--- config.mk ---
export PLATFORM = sky130hd
export DESIGN_NAME = integer_matrix_multiply_top
export DESIGN_NICKNAME = d
export VERILOG_FILES = /design/src/imm_pkg.sv /design/src/imm_datapath.sv /design/src/integer_matrix_multiply_top.sv
export SDC_FILE = /design/constraint.sdc
export NUM_CORES = 2
export LEC_CHECK = 0
export ABC_CLOCK_PERIOD_IN_PS = 11000
export BUFFER_PORTS_ARGS = -buffer_cell sky130_fd_sc_hd__buf_4
export CORE_MARGIN = 4
export CORE_UTILIZATION = 40
export DETAILED_ROUTE_END_ITERATION = 8
export PLACE_DENSITY_LB_ADDON = 0.15
export SKIP_CTS_REPAIR_TIMING = 1
export SYNTH_ARGS = -nofsm -noshare
export SYNTH_HDL_FRONTEND = slang
export SYNTH_HIERARCHICAL = 1
export SYNTH_SLANG_ARGS = --single-unit
export TNS_END_PERCENT = 10
--- constraint.sdc ---
create_clock -name i_clk -period 11 [get_ports i_clk]
set_input_delay 1.65 -clock i_clk [delete_from_list [all_inputs] [get_ports i_clk]]
set_output_delay 1.65 -clock i_clk [all_outputs]
set_load 0.03 [all_outputs]
--- src/imm_pkg.sv ---
// Shared types, codes and sequencer program for the integer matrix multiplier.
`timescale 1ns / 1ps

package imm_pkg;

    localparam int DEF_MAX_DIM   = 8;
    localparam int DEF_ELEM_BITS = 16;

    localparam int MODE_W = 2;
    localparam int POS_W  = 3;
    localparam int VAL_W  = 16;
    localparam int DIM_W  = 4;
    localparam int CIDX_W = 2;
    localparam int SUM_W  = 35;

    localparam int IN_DATA_W  = 24;
    localparam int OUT_DATA_W = 48;

    localparam logic [MODE_W-1:0] MODE_LOAD_A  = 2'd0;
    localparam logic [MODE_W-1:0] MODE_LOAD_B  = 2'd1;
    localparam logic [MODE_W-1:0] MODE_COMPUTE = 2'd2;

    localparam logic [CIDX_W-1:0] REG_ROW_COUNT   = 2'd0;
    localparam logic [CIDX_W-1:0] REG_A_COL_COUNT = 2'd1;
    localparam logic [CIDX_W-1:0] REG_B_COL_COUNT = 2'd2;

    typedef logic [2:0] t_pc;

    localparam t_pc ST_LOOP  = 3'd0;
    localparam t_pc ST_D1    = 3'd1;
    localparam t_pc ST_D2    = 3'd2;
    localparam t_pc ST_EMIT  = 3'd3;
    localparam t_pc ST_IDLE  = 3'd4;
    localparam t_pc ST_CHECK = 3'd5;
    localparam t_pc ST_ERR   = 3'd6;

    typedef enum logic [2:0] {
        JC_NEXT,
        JC_ALWAYS,
        JC_K_MORE,
        JC_NOT_LAST,
        JC_NOT_GO,
        JC_MATCH
    } t_jc;

    typedef struct packed {
        logic rdy;
        logic clr;
        logic issue;
        logic wait_out;
        logic emit;
        logic emit_err;
        t_jc  jc;
        t_pc  target;
    } t_uword;

    typedef struct packed {
        logic we_a;
        logic we_b;
        logic issue;
        logic clr;
    } t_dp_ctrl;

    function automatic t_uword ucode_rom(input t_pc pc);
        t_uword w;
        w = '{rdy: 1'b0, clr: 1'b0, issue: 1'b0, wait_out: 1'b0, emit: 1'b0,
              emit_err: 1'b0, jc: JC_NEXT, target: ST_IDLE};
        case (pc)
            ST_LOOP: begin
                w.issue  = 1'b1;
                w.jc     = JC_K_MORE;
                w.target = ST_LOOP;
            end
            ST_D1: begin
                w.jc = JC_NEXT;
            end
            ST_D2: begin
                w.jc = JC_NEXT;
            end
            ST_EMIT: begin
                w.wait_out = 1'b1;
                w.emit     = 1'b1;
                w.jc       = JC_NOT_LAST;
                w.target   = ST_LOOP;
            end
            ST_IDLE: begin
                w.rdy    = 1'b1;
                w.clr    = 1'b1;
                w.jc     = JC_NOT_GO;
                w.target = ST_IDLE;
            end
            ST_CHECK: begin
                w.jc     = JC_MATCH;
                w.target = ST_LOOP;
            end
            ST_ERR: begin
                w.wait_out = 1'b1;
                w.emit_err = 1'b1;
                w.jc       = JC_ALWAYS;
                w.target   = ST_IDLE;
            end
            default: begin
                w.jc     = JC_ALWAYS;
                w.target = ST_IDLE;
            end
        endcase
        return w;
    endfunction

endpackage

--- src/imm_datapath.sv ---
// Element stores and pipelined multiply-accumulate for the matrix multiplier.
`timescale 1ns / 1ps

module imm_datapath
    import imm_pkg::*;
#(
    parameter int MAX_DIM   = DEF_MAX_DIM,
    parameter int ELEM_BITS = DEF_ELEM_BITS,
    parameter int ADDR_W    = 6
) (
    input  logic                        i_clk,
    input  logic                        i_rst_n,
    input  t_dp_ctrl                    i_ctrl,
    input  logic [ADDR_W-1:0]           i_wr_addr,
    input  logic signed [ELEM_BITS-1:0] i_wr_data,
    input  logic [ADDR_W-1:0]           i_rd_a_addr,
    input  logic [ADDR_W-1:0]           i_rd_b_addr,
    output logic signed [SUM_W-1:0]     o_sum
);

    localparam int DEPTH  = MAX_DIM * MAX_DIM;
    localparam int PROD_W = 2 * ELEM_BITS;

    logic signed [ELEM_BITS-1:0] r_a_mem [DEPTH];
    logic signed [ELEM_BITS-1:0] r_b_mem [DEPTH];
    logic signed [ELEM_BITS-1:0] r_a_q;
    logic signed [ELEM_BITS-1:0] r_b_q;
    logic signed [PROD_W-1:0]    r_prod;
    logic signed [SUM_W-1:0]     r_acc;
    logic                        r_v1;
    logic                        r_v2;

    always_ff @(posedge i_clk) begin
        if (i_ctrl.we_a) begin
            r_a_mem[i_wr_addr] <= i_wr_data;
        end
        if (i_ctrl.we_b) begin
            r_b_mem[i_wr_addr] <= i_wr_data;
        end
        r_a_q  <= r_a_mem[i_rd_a_addr];
        r_b_q  <= r_b_mem[i_rd_b_addr];
        r_prod <= PROD_W'(r_a_q) * PROD_W'(r_b_q);
    end

    always_ff @(posedge i_clk) begin
        if (!i_rst_n) begin
            r_v1  <= 1'b0;
            r_v2  <= 1'b0;
            r_acc <= '0;
        end else begin
            r_v1 <= i_ctrl.issue;
            r_v2 <= r_v1;
            if (i_ctrl.clr) begin
                r_acc <= '0;
            end else if (r_v2) begin
                r_acc <= r_acc + SUM_W'(r_prod);
            end
        end
    end

    assign o_sum = r_acc;

endmodule

--- src/integer_matrix_multiply_top.sv ---
// Top level of the integer matrix multiplier: config registers, sequencer, result register.
//
//  channel   dir  handshake                  payload
//  s_axis    in   i_s_axis_tvalid/o_..tready tdata{value,col,row}, tuser mode
//  m_axis    out  o_m_axis_tvalid/i_..tready tdata{sum,col,row}, tlast, tuser dim_error
//  cfg       in   i_cfg_valid/o_cfg_ready    i_cfg_index, i_cfg_data
//
// Load beats leave the sequencer idle. A compute beat walks R rows, C product columns
// and N inner length through one multiply-accumulate fed by one read port per store;
// a mismatch ends in an error beat. Output stalls hold the sequencer at its emit or
// error step. Reset sets each dimension register to 1; the stores are not cleared.
// Input is ready only while the sequencer idles.
`timescale 1ns / 1ps

module integer_matrix_multiply_top
    import imm_pkg::*;
#(
    parameter int MAX_DIM   = DEF_MAX_DIM,
    parameter int ELEM_BITS = DEF_ELEM_BITS
) (
    input  logic                    i_clk,
    input  logic                    i_rst_n,
    input  logic                    i_s_axis_tvalid,
    output logic                    o_s_axis_tready,
    input  logic [IN_DATA_W-1:0]    i_s_axis_tdata,   // row[2:0], col[5:3], value[21:6]
    input  logic [MODE_W-1:0]       i_s_axis_tuser,   // mode[1:0]
    output logic                    o_m_axis_tvalid,
    input  logic                    i_m_axis_tready,
    output logic [OUT_DATA_W-1:0]   o_m_axis_tdata,   // out_row[2:0], out_col[5:3], sum[40:6]
    output logic                    o_m_axis_tlast,
    output logic                    o_m_axis_tuser,   // dim_error[0]
    input  logic                    i_cfg_valid,
    output logic                    o_cfg_ready,
    input  logic [CIDX_W-1:0]       i_cfg_index,
    input  logic [DIM_W-1:0]        i_cfg_data
);

    localparam int IDX_W  = (MAX_DIM > 1) ? $clog2(MAX_DIM) : 1;
    localparam int ADDR_W = (MAX_DIM > 1) ? $clog2(MAX_DIM * MAX_DIM) : 1;
    localparam int EXT_W  = (ELEM_BITS > VAL_W) ? ELEM_BITS : VAL_W;

    logic [DIM_W-1:0]  r_row_cnt;
    logic [DIM_W-1:0]  r_acol_cnt;
    logic [DIM_W-1:0]  r_bcol_cnt;
    t_pc               r_pc;
    t_pc               n_pc;
    logic [IDX_W-1:0]  r_i;
    logic [IDX_W-1:0]  r_j;
    logic [IDX_W-1:0]  r_k;
    logic [IDX_W-1:0]  n_i;
    logic [IDX_W-1:0]  n_j;
    logic [IDX_W-1:0]  n_k;

    logic                 r_out_valid;
    logic [POS_W-1:0]     r_out_row;
    logic [POS_W-1:0]     r_out_col;
    logic signed [SUM_W-1:0] r_out_sum;
    logic                 r_out_last;
    logic                 r_out_err;

    t_uword              w_uw;
    t_dp_ctrl            w_ctrl;
    logic [MODE_W-1:0]   w_mode;
    logic [POS_W-1:0]    w_row;
    logic [POS_W-1:0]    w_col;
    logic signed [VAL_W-1:0] w_value;
    logic signed [EXT_W-1:0] w_ext;
    logic                w_accept;
    logic                w_in_range;
    logic                w_go;
    logic                w_out_free;
    logic                w_hold;
    logic                w_take;
    logic                w_fire_emit;
    logic                w_fire_err;
    logic                w_last;
    logic [DIM_W-1:0]    w_nr_last;
    logic [DIM_W-1:0]    w_ni_last;
    logic [DIM_W-1:0]    w_nc_last;
    logic [ADDR_W-1:0]   w_wr_addr;
    logic [ADDR_W-1:0]   w_rd_a_addr;
    logic [ADDR_W-1:0]   w_rd_b_addr;
    logic signed [SUM_W-1:0] w_sum;

    function automatic logic [DIM_W-1:0] dim_last(input logic [DIM_W-1:0] d);
        logic [DIM_W-1:0] c;
        if (d == '0) begin
            c = DIM_W'(1);
        end else if (d > DIM_W'(MAX_DIM)) begin
            c = DIM_W'(MAX_DIM);
        end else begin
            c = d;
        end
        return c - DIM_W'(1);
    endfunction

    assign w_mode  = i_s_axis_tuser;
    assign w_row   = i_s_axis_tdata[2:0];
    assign w_col   = i_s_axis_tdata[5:3];
    assign w_value = i_s_axis_tdata[21:6];
    assign w_ext   = EXT_W'(w_value);

    assign w_uw            = ucode_rom(r_pc);
    assign o_s_axis_tready = w_uw.rdy;
    assign o_cfg_ready     = 1'b1;
    assign w_accept        = i_s_axis_tvalid && w_uw.rdy;
    assign w_in_range      = ({1'b0, w_row} < DIM_W'(MAX_DIM)) &&
                             ({1'b0, w_col} < DIM_W'(MAX_DIM));
    assign w_go            = w_accept && (w_mode == MODE_COMPUTE);

    assign w_nr_last = dim_last(r_row_cnt);
    assign w_ni_last = dim_last(r_acol_cnt);
    assign w_nc_last = dim_last(r_bcol_cnt);
    assign w_last    = (r_i == w_nr_last[IDX_W-1:0]) && (r_j == w_nc_last[IDX_W-1:0]);

    assign w_out_free  = !r_out_valid || i_m_axis_tready;
    assign w_hold      = w_uw.wait_out && !w_out_free;
    assign w_fire_emit = w_uw.emit && !w_hold;
    assign w_fire_err  = w_uw.emit_err && !w_hold;

    always_comb begin
        case (w_uw.jc)
            JC_NEXT:     w_take = 1'b0;
            JC_ALWAYS:   w_take = 1'b1;
            JC_K_MORE:   w_take = (r_k != w_ni_last[IDX_W-1:0]);
            JC_NOT_LAST: w_take = !w_last;
            JC_NOT_GO:   w_take = !w_go;
            JC_MATCH:    w_take = (r_row_cnt == r_acol_cnt);
            default:     w_take = 1'b0;
        endcase
        if (w_hold) begin
            n_pc = r_pc;
        end else if (w_take) begin
            n_pc = w_uw.target;
        end else begin
            n_pc = r_pc + t_pc'(1);
        end
    end

    always_comb begin
        n_i = r_i;
        n_j = r_j;
        n_k = r_k;
        if (w_uw.clr) begin
            n_i = '0;
            n_j = '0;
            n_k = '0;
        end else if (w_uw.issue) begin
            n_k = r_k + IDX_W'(1);
        end else if (w_fire_emit) begin
            n_k = '0;
            if (r_j == w_nc_last[IDX_W-1:0]) begin
                n_j = '0;
                n_i = r_i + IDX_W'(1);
            end else begin
                n_j = r_j + IDX_W'(1);
            end
        end
    end

    always_comb begin
        w_ctrl.we_a  = w_accept && (w_mode == MODE_LOAD_A) && w_in_range;
        w_ctrl.we_b  = w_accept && (w_mode == MODE_LOAD_B) && w_in_range;
        w_ctrl.issue = w_uw.issue;
        w_ctrl.clr   = w_uw.clr || w_fire_emit;
    end

    assign w_wr_addr   = ADDR_W'(ADDR_W'(w_row) * ADDR_W'(MAX_DIM) + ADDR_W'(w_col));
    assign w_rd_a_addr = ADDR_W'(ADDR_W'(r_i) * ADDR_W'(MAX_DIM) + ADDR_W'(r_k));
    assign w_rd_b_addr = ADDR_W'(ADDR_W'(r_k) * ADDR_W'(MAX_DIM) + ADDR_W'(r_j));

    imm_datapath #(
        .MAX_DIM   (MAX_DIM),
        .ELEM_BITS (ELEM_BITS),
        .ADDR_W    (ADDR_W)
    ) u_datapath (
        .i_clk       (i_clk),
        .i_rst_n     (i_rst_n),
        .i_ctrl      (w_ctrl),
        .i_wr_addr   (w_wr_addr),
        .i_wr_data   (w_ext[ELEM_BITS-1:0]),
        .i_rd_a_addr (w_rd_a_addr),
        .i_rd_b_addr (w_rd_b_addr),
        .o_sum       (w_sum)
    );

    always_ff @(posedge i_clk) begin
        if (!i_rst_n) begin
            r_row_cnt   <= DIM_W'(1);
            r_acol_cnt  <= DIM_W'(1);
            r_bcol_cnt  <= DIM_W'(1);
            r_pc        <= ST_IDLE;
            r_i         <= '0;
            r_j         <= '0;
            r_k         <= '0;
            r_out_valid <= 1'b0;
        end else begin
            if (i_cfg_valid) begin
                case (i_cfg_index)
                    REG_ROW_COUNT:   r_row_cnt  <= i_cfg_data;
                    REG_A_COL_COUNT: r_acol_cnt <= i_cfg_data;
                    REG_B_COL_COUNT: r_bcol_cnt <= i_cfg_data;
                    default: ;
                endcase
            end
            r_pc <= n_pc;
            r_i  <= n_i;
            r_j  <= n_j;
            r_k  <= n_k;
            if (w_fire_emit || w_fire_err) begin
                r_out_valid <= 1'b1;
            end else if (i_m_axis_tready) begin
                r_out_valid <= 1'b0;
            end
        end
    end

    always_ff @(posedge i_clk) begin
        if (w_fire_emit) begin
            r_out_row  <= POS_W'(r_i);
            r_out_col  <= POS_W'(r_j);
            r_out_sum  <= w_sum;
            r_out_last <= w_last;
            r_out_err  <= 1'b0;
        end else if (w_fire_err) begin
            r_out_row  <= '0;
            r_out_col  <= '0;
            r_out_sum  <= '0;
            r_out_last <= 1'b1;
            r_out_err  <= 1'b1;
        end
    end

    assign o_m_axis_tvalid = r_out_valid;
    assign o_m_axis_tdata  = {{(OUT_DATA_W - SUM_W - 2 * POS_W){1'b0}},
                              r_out_sum, r_out_col, r_out_row};
    assign o_m_axis_tlast  = r_out_last;
    assign o_m_axis_tuser  = r_out_err;

endmodule
# Yosys cells after proc, flatten, opt, wreduce, memory -nomap -nowiden
# Memories as Yosys holds them, arrays and structs flattened. A register that Yosys moved wholly into a read port is not among the register bits.
# Index checks and enable logic that the tools add are counted.
# W data, S select, Z words.
[totals]
regBits = 137
ramBits = 2048
in_bits = 37
output_inout_bits = 53
wordCells = 121
mem_count = 2
[memory_table]
columns = ["memory", "words", "width", "rd", "rd_clocked_by_memory_dff", "wr", "line_no", "source"]
rows = [
  ["u_datapath.r_a_mem", 64, 16, 1, 1, 1, "imm_datapath.sv:24", "logic signed [ELEM_BITS-1:0] r_a_mem [DEPTH];"],
  ["u_datapath.r_b_mem", 64, 16, 1, 1, 1, "imm_datapath.sv:25", "logic signed [ELEM_BITS-1:0] r_b_mem [DEPTH];"],
]
[op_classes]
add_sub_neg = 11
n_mul = 1
order_cmp = 3
eq_ne = 19
n_mux = 31
bitwise_logic = 2
reduce_logical = 35
[ops]
columns = ["operator", "n"]
rows = [
  ["$mux W35", 2],
  ["$mux W3", 14],
  ["$add A35 B32 Y35", 1],
  ["$mul A16 B16 Y32", 1],
  ["$add A6 B3 Y6", 3],
  ["$eq A3 B3 Y1 const B", 5],
  ["$pmux W3 S5", 1],
  ["$add A3 B1 Y3 const B", 4],
  ["$eq A3 B2 Y1 const B", 4],
  ["$gt A4 B4 Y1 const B", 3],
  ["$logic_not A4 Y1", 3],
  ["$mux W1", 12],
  ["$sub A3 B1 Y3 const B", 3],
  ["$logic_and A1 B1 Y1", 8],
  ["$reduce_and A2 Y1", 4],
  ["$reduce_or A2 Y1", 4],
  ["$eq A3 B1 Y1 const B", 2],
  ["$eq A3 B3 Y1", 2],
  ["$reduce_bool A2 Y1", 3],
  ["$logic_not A1 Y1", 5],
  ["$pmux W1 S5", 1],
  ["$eq A2 B1 Y1 const B", 2],
  ["$eq A2 B2 Y1 const B", 2],
  ["$eq A4 B4 Y1", 1],
  ["other kinds (8)", 12],
]

# Depth between registers and ports, before layout
[depth]
depth_word = 9
mapped_depth = 24
depth_no_buf = 23

# Modules after synthesis
# Netlist, hierarchy kept.
[modules_own_cells]
columns = ["mod", "instances", "cells_each", "area_each_um2", "seq_area_each_um2"]
rows = [
  ["imm_datapath", 1, 4585, 92172.2, 63520.9],
  ["integer_matrix_multiply_top", 1, 269, 3150.5, 1781.7],
]

# Worst setup path after synthesis
# OpenSTA, ideal clock, no wires.
[synth_timing]
kind = "register to register"
startpoint = "register u_datapath.r_a_q[15] (read register of u_datapath.r_a_mem)"
endpoint = "register u_datapath.r_prod[29]"
setup_ns = 0.120
arrival_time_ns = 5.806
t_required_ns = 10.880
path_slack_ns = 5.074
stages_incl_launch_ff = 23
n_path_buf = 1
period_less_slack_ns = 5.926
path_cell_list = "dfxtp_1 clkbuf_1 nand2_1 inv_1 fa_1 inv_1 fa_1 inv_1 fa_1 inv_1 fa_1 fa_1 fa_1 inv_1 ha_1 and3_1 a221o_1 a21oi_1 o21ai_0 a21o_1 a211oi_1 a21bo_2 xnor2_1"
[synth_via]
elab_chain_len = 1
[synth_lines]
columns = ["element", "line_no", "source"]
rows = [
  ["start, declared", "imm_datapath.sv:26", "logic signed [ELEM_BITS-1:0] r_a_q;"],
  ["$mul A16 B16 Y32", "imm_datapath.sv:42", "r_prod <= PROD_W'(r_a_q) * PROD_W'(r_b_q);"],
  ["end signal, assigned", "imm_datapath.sv:42", ""],
  ["end, declared", "imm_datapath.sv:28", "logic signed [PROD_W-1:0] r_prod;"],
]
# No other way between the ends.
# A chain may end at the register's enable or synchronous reset.

# Worst setup path after layout
[layout_timing]
startpoint = "register u_datapath.r_b_q[2] (read register of u_datapath.r_b_mem)"
endpoint = "register u_datapath.r_prod[29]"
[layout_via]
elab_chain_len = 1
[layout_lines]
columns = ["element", "line_no", "source"]
rows = [
  ["start, declared", "imm_datapath.sv:27", "logic signed [ELEM_BITS-1:0] r_b_q;"],
  ["$mul A16 B16 Y32", "imm_datapath.sv:42", ""],
]
# No other way between the ends.

==> flow_summary.yaml <==
run_status:
  status: "complete, no violations"
clocking:
  cts_buffers: 228
  cts-root-buf: "clkbuf_16"
  clockBufferDepth: 3
  cts.sinks: 2217
  clk_pin_slew_ns: 0.06
  htreeDepth: 4
  cts_tree: "built"
  insertion_delay_ns: 0.85
final_layout:
  utilization: 0.4552
  postLayoutCellArea_um2: 107500
  area_growth_pct: 12.73
  final_cell_mix: "edfxtp_1 (2090), mux4_2 (672), inv_1 (326), fa_1 (263), buf_4 (253)"
  seq_area_um2: 65330
  layout_commonest_cell: "edfxtp_1"
  multi_input_area_um2: 27910
  drive_above_1_share: 0.2440
  fillers: 20130
  nNetsFinal: 5548
yosys:
  ys_ff_latch: 2217
  syn_area_um2: 95320
  ys_seq_area_frac: 0.6851
  synthCells: 4854
  synth_edf_count: 2090
  async_reset_ff_frac: 0
  synth_cell_type_count: 71
  synth_warnings: 6
  synthFlopType: "edfxtp_1"
  syn_avg_cell_area_um2: 19.64
timing:
  setup_viol_count_final: 0
  period_minus_slack_ns: 6.607
  rsz0062_at_grt: "no"
  slew_viol_final: 0
  worst_slack_ns: 4.393
  max_slew_margin: 0.1654
  hold_viol_final: 0
  post-route-period-util: 0.6006
  timing.fmax_ghz: 0.1514
  setup_tns_ns: 0
  tightest_slew_ns: 1.252
  finClkSkew_ns: 0.05149
worst_hold_path:
  whs_path_depth: 1
  hold_start: "u_datapath/r_v1"
  holdPathEnd: "u_datapath/r_v2"
  hold_class: "flip-flop to flip-flop"
global_route:
  grt_pass1_vias: 47670
  antenna_found_initial: 25
  grt_max_degree: 111
  track_usage: 0.1858
  grt-ovfl-total: 0
  grt_pass1_wl_um: 334100
drt:
  route.final.wire_length_um: 226400
  antenna_left: 0
  drtIter0Drc: 4004
  wl_per_cell_um: 26.75
  viasPerCell: 5.395
  drt_pass1_iterations: 6
  vias: 45650
  drc: 0
die:
  chipHeight_um: 496.2
  die_width_um: 496.2
  die_area_um2: 246200
  core_um2: 236100
  num_rows: 178
  start_util: 0.4038
  ioPinCount: 90
worst_setup_path:
  arrival_ns: 7.37
  critPathKind: "flip-flop to flip-flop"
  rrSetupSlack_ns: 4.39
  ff2ff_path_depth: 19
  cp_max_fo: 16
  regToRegEndpoint: "u_datapath/r_prod[29]"
  reg2reg_from: "u_datapath/r_b_q[2]"
  end_kind: "flip-flop"
  start_kind: "flip-flop"
  required_ns: 11.76
placed_design:
  place_area_um2: 100400
  place_congestion: 0.7893
  place_ws_ns: 4.350
  place_hpwl_um: 137800
  portBuffers: 79
run:
  maxCapViolCount: 0
power_and_ir_drop:
  powerDensity_nw_per_um2: 293.9
  power.leakage_nw: 35.04
  vdd_drop_max_uv: 919.6
-- layout make-up --
class | instances | share of cell area
repair buffers | 257 | 0.01842
clock inverters | 109 | 0.008930
inverters | 326 | 0.01139
clock buffers | 300 | 0.05667
flip-flops and latches | 2217 | 0.6080
multi-input cells | 2091 | 0.2597
diodes | 12 | 0.0002794
well taps | 3150 | 0.03668
-- worst max-delay path, stage by stage, from the launching register on --
cell and delay [ns]:
dfxtp_1 0.79, nand2_1 0.24, fa_1 0.54, fa_1 0.51
fa_1 0.60, inv_1 0.08, fa_1 0.49, fa_1 0.49
inv_1 0.05, fa_1 0.47, inv_1 0.04, ha_1 0.33
and3_1 0.22, a221o_1 0.34, a21oi_1 0.22, o21ai_0 0.22
a21o_1 0.26, a211oi_1 0.34, a21bo_2 0.20, xnor2_1 0.11
-- registers in the layout (all words and copies together) (netlist names), 4 cells and up --
register / count
u_datapath/r_prod: 32
u_datapath/o_sum: 35
u_datapath/r_a_q: 16
u_datapath/r_b_mem: 1024
u_datapath/r_b_q: 16
r_out_sum: 35
u_datapath/r_a_mem: 1024
r_bcol_cnt: 4
r_row_cnt: 4
r_acol_cnt: 4
-- routing by layer --
| layer | track usage | wire [µm] | vias to the layer above |
|---|---|---|---|
| li1 | - | - | 19540 |
| met3 | 0.02838 | 12010 | 273 |
| met4 | 0.04132 | 4393 | 2 |
| met2 | 0.3024 | 110000 | 1187 |
| met5 | 0 | 8 | - |
| met1 | 0.2670 | 99910 | 24650 |
-- how the worst max path moves through the flow --
stage,endpoint,slack (ns),start
floorplan,u_datapath/r_prod[29],5.07,u_datapath/r_a_q[15]
detailed placement,u_datapath/r_prod[30],4.35,u_datapath/r_b_q[2]
finish,u_datapath/r_prod[29],4.39,u_datapath/r_b_q[2]
global placement,u_datapath/r_prod[30],4.37,u_datapath/r_b_q[2]
global route,u_datapath/r_prod[29],4.05,u_datapath/r_b_q[2]
CTS,u_datapath/r_prod[30],4.36,u_datapath/r_b_q[2]
-- metrics by stage --
step	instances	hold slack (ns)	power (mW)
6_report	8462	0.4334	31.58
5_1_grt	8455	0.4631	34.30
4_1_cts	8450	0.4349	31.96
3_5_place_dp	8041	0.4198	24.50
3_3_place_gp	8041	0.4173	24.41
2_1_floorplan	4860	0.4118	20.90
-- power by group --
part / internal, mW / switching (mW)
Combinational: 6.36 / 8.17
Sequential: 9.59 / 0.140
Clock: 4.14 / 3.18
-- synth_stat cells (all sizes together), types with 7 or more instances --
cell / instances / share of area
edfxtp: 2090 / 0.66
mux4: 672 / 0.16
inv: 326 / 0.013
fa: 263 / 0.055
nor2: 208 / 0.0082
nand2: 185 / 0.0073
and2: 167 / 0.011
dfxtp: 127 / 0.027
ha: 127 / 0.017
clkbuf: 122 / 0.0048
buf: 104 / 0.0058
a21oi: 63 / 0.0033
xnor2: 47 / 0.0043
o21ai: 38 / 0.0020
nand3: 37 / 0.0020
mux2i: 31 / 0.0033
a21o: 29 / 0.0023
xor2: 27 / 0.0025
nor2b: 25 / 0.0016
nand2b: 20 / 0.0013
nand3b: 16 / 0.0013
o211ai: 14 / 0.0012
nor3: 12 / 0.00063
a21boi: 9 / 0.00071
and3: 7 / 0.00046
nand4: 7 / 0.00046
or3: 7 / 0.00046
-- logic make-up (layout without fill, tap and decap cells) --
family | count (synthesis) | count (layout) | share of synthesized area
and+or+nand+nor | 707 | 707 | 0.03608
xor gates and xnor gates | 74 | 74 | 0.006799
other | 2 | 20 | 0.00007879
AOI/OAI and AO/OA | 208 | 208 | 0.01444
buffers and inverters | 552 | 992 | 0.02348
DFF | 2217 | 2217 | 0.6851
adders and majority gates | 390 | 390 | 0.07190
muxes | 704 | 704 | 0.1621
Note: power is estimated with default switching activity, not from simulation.
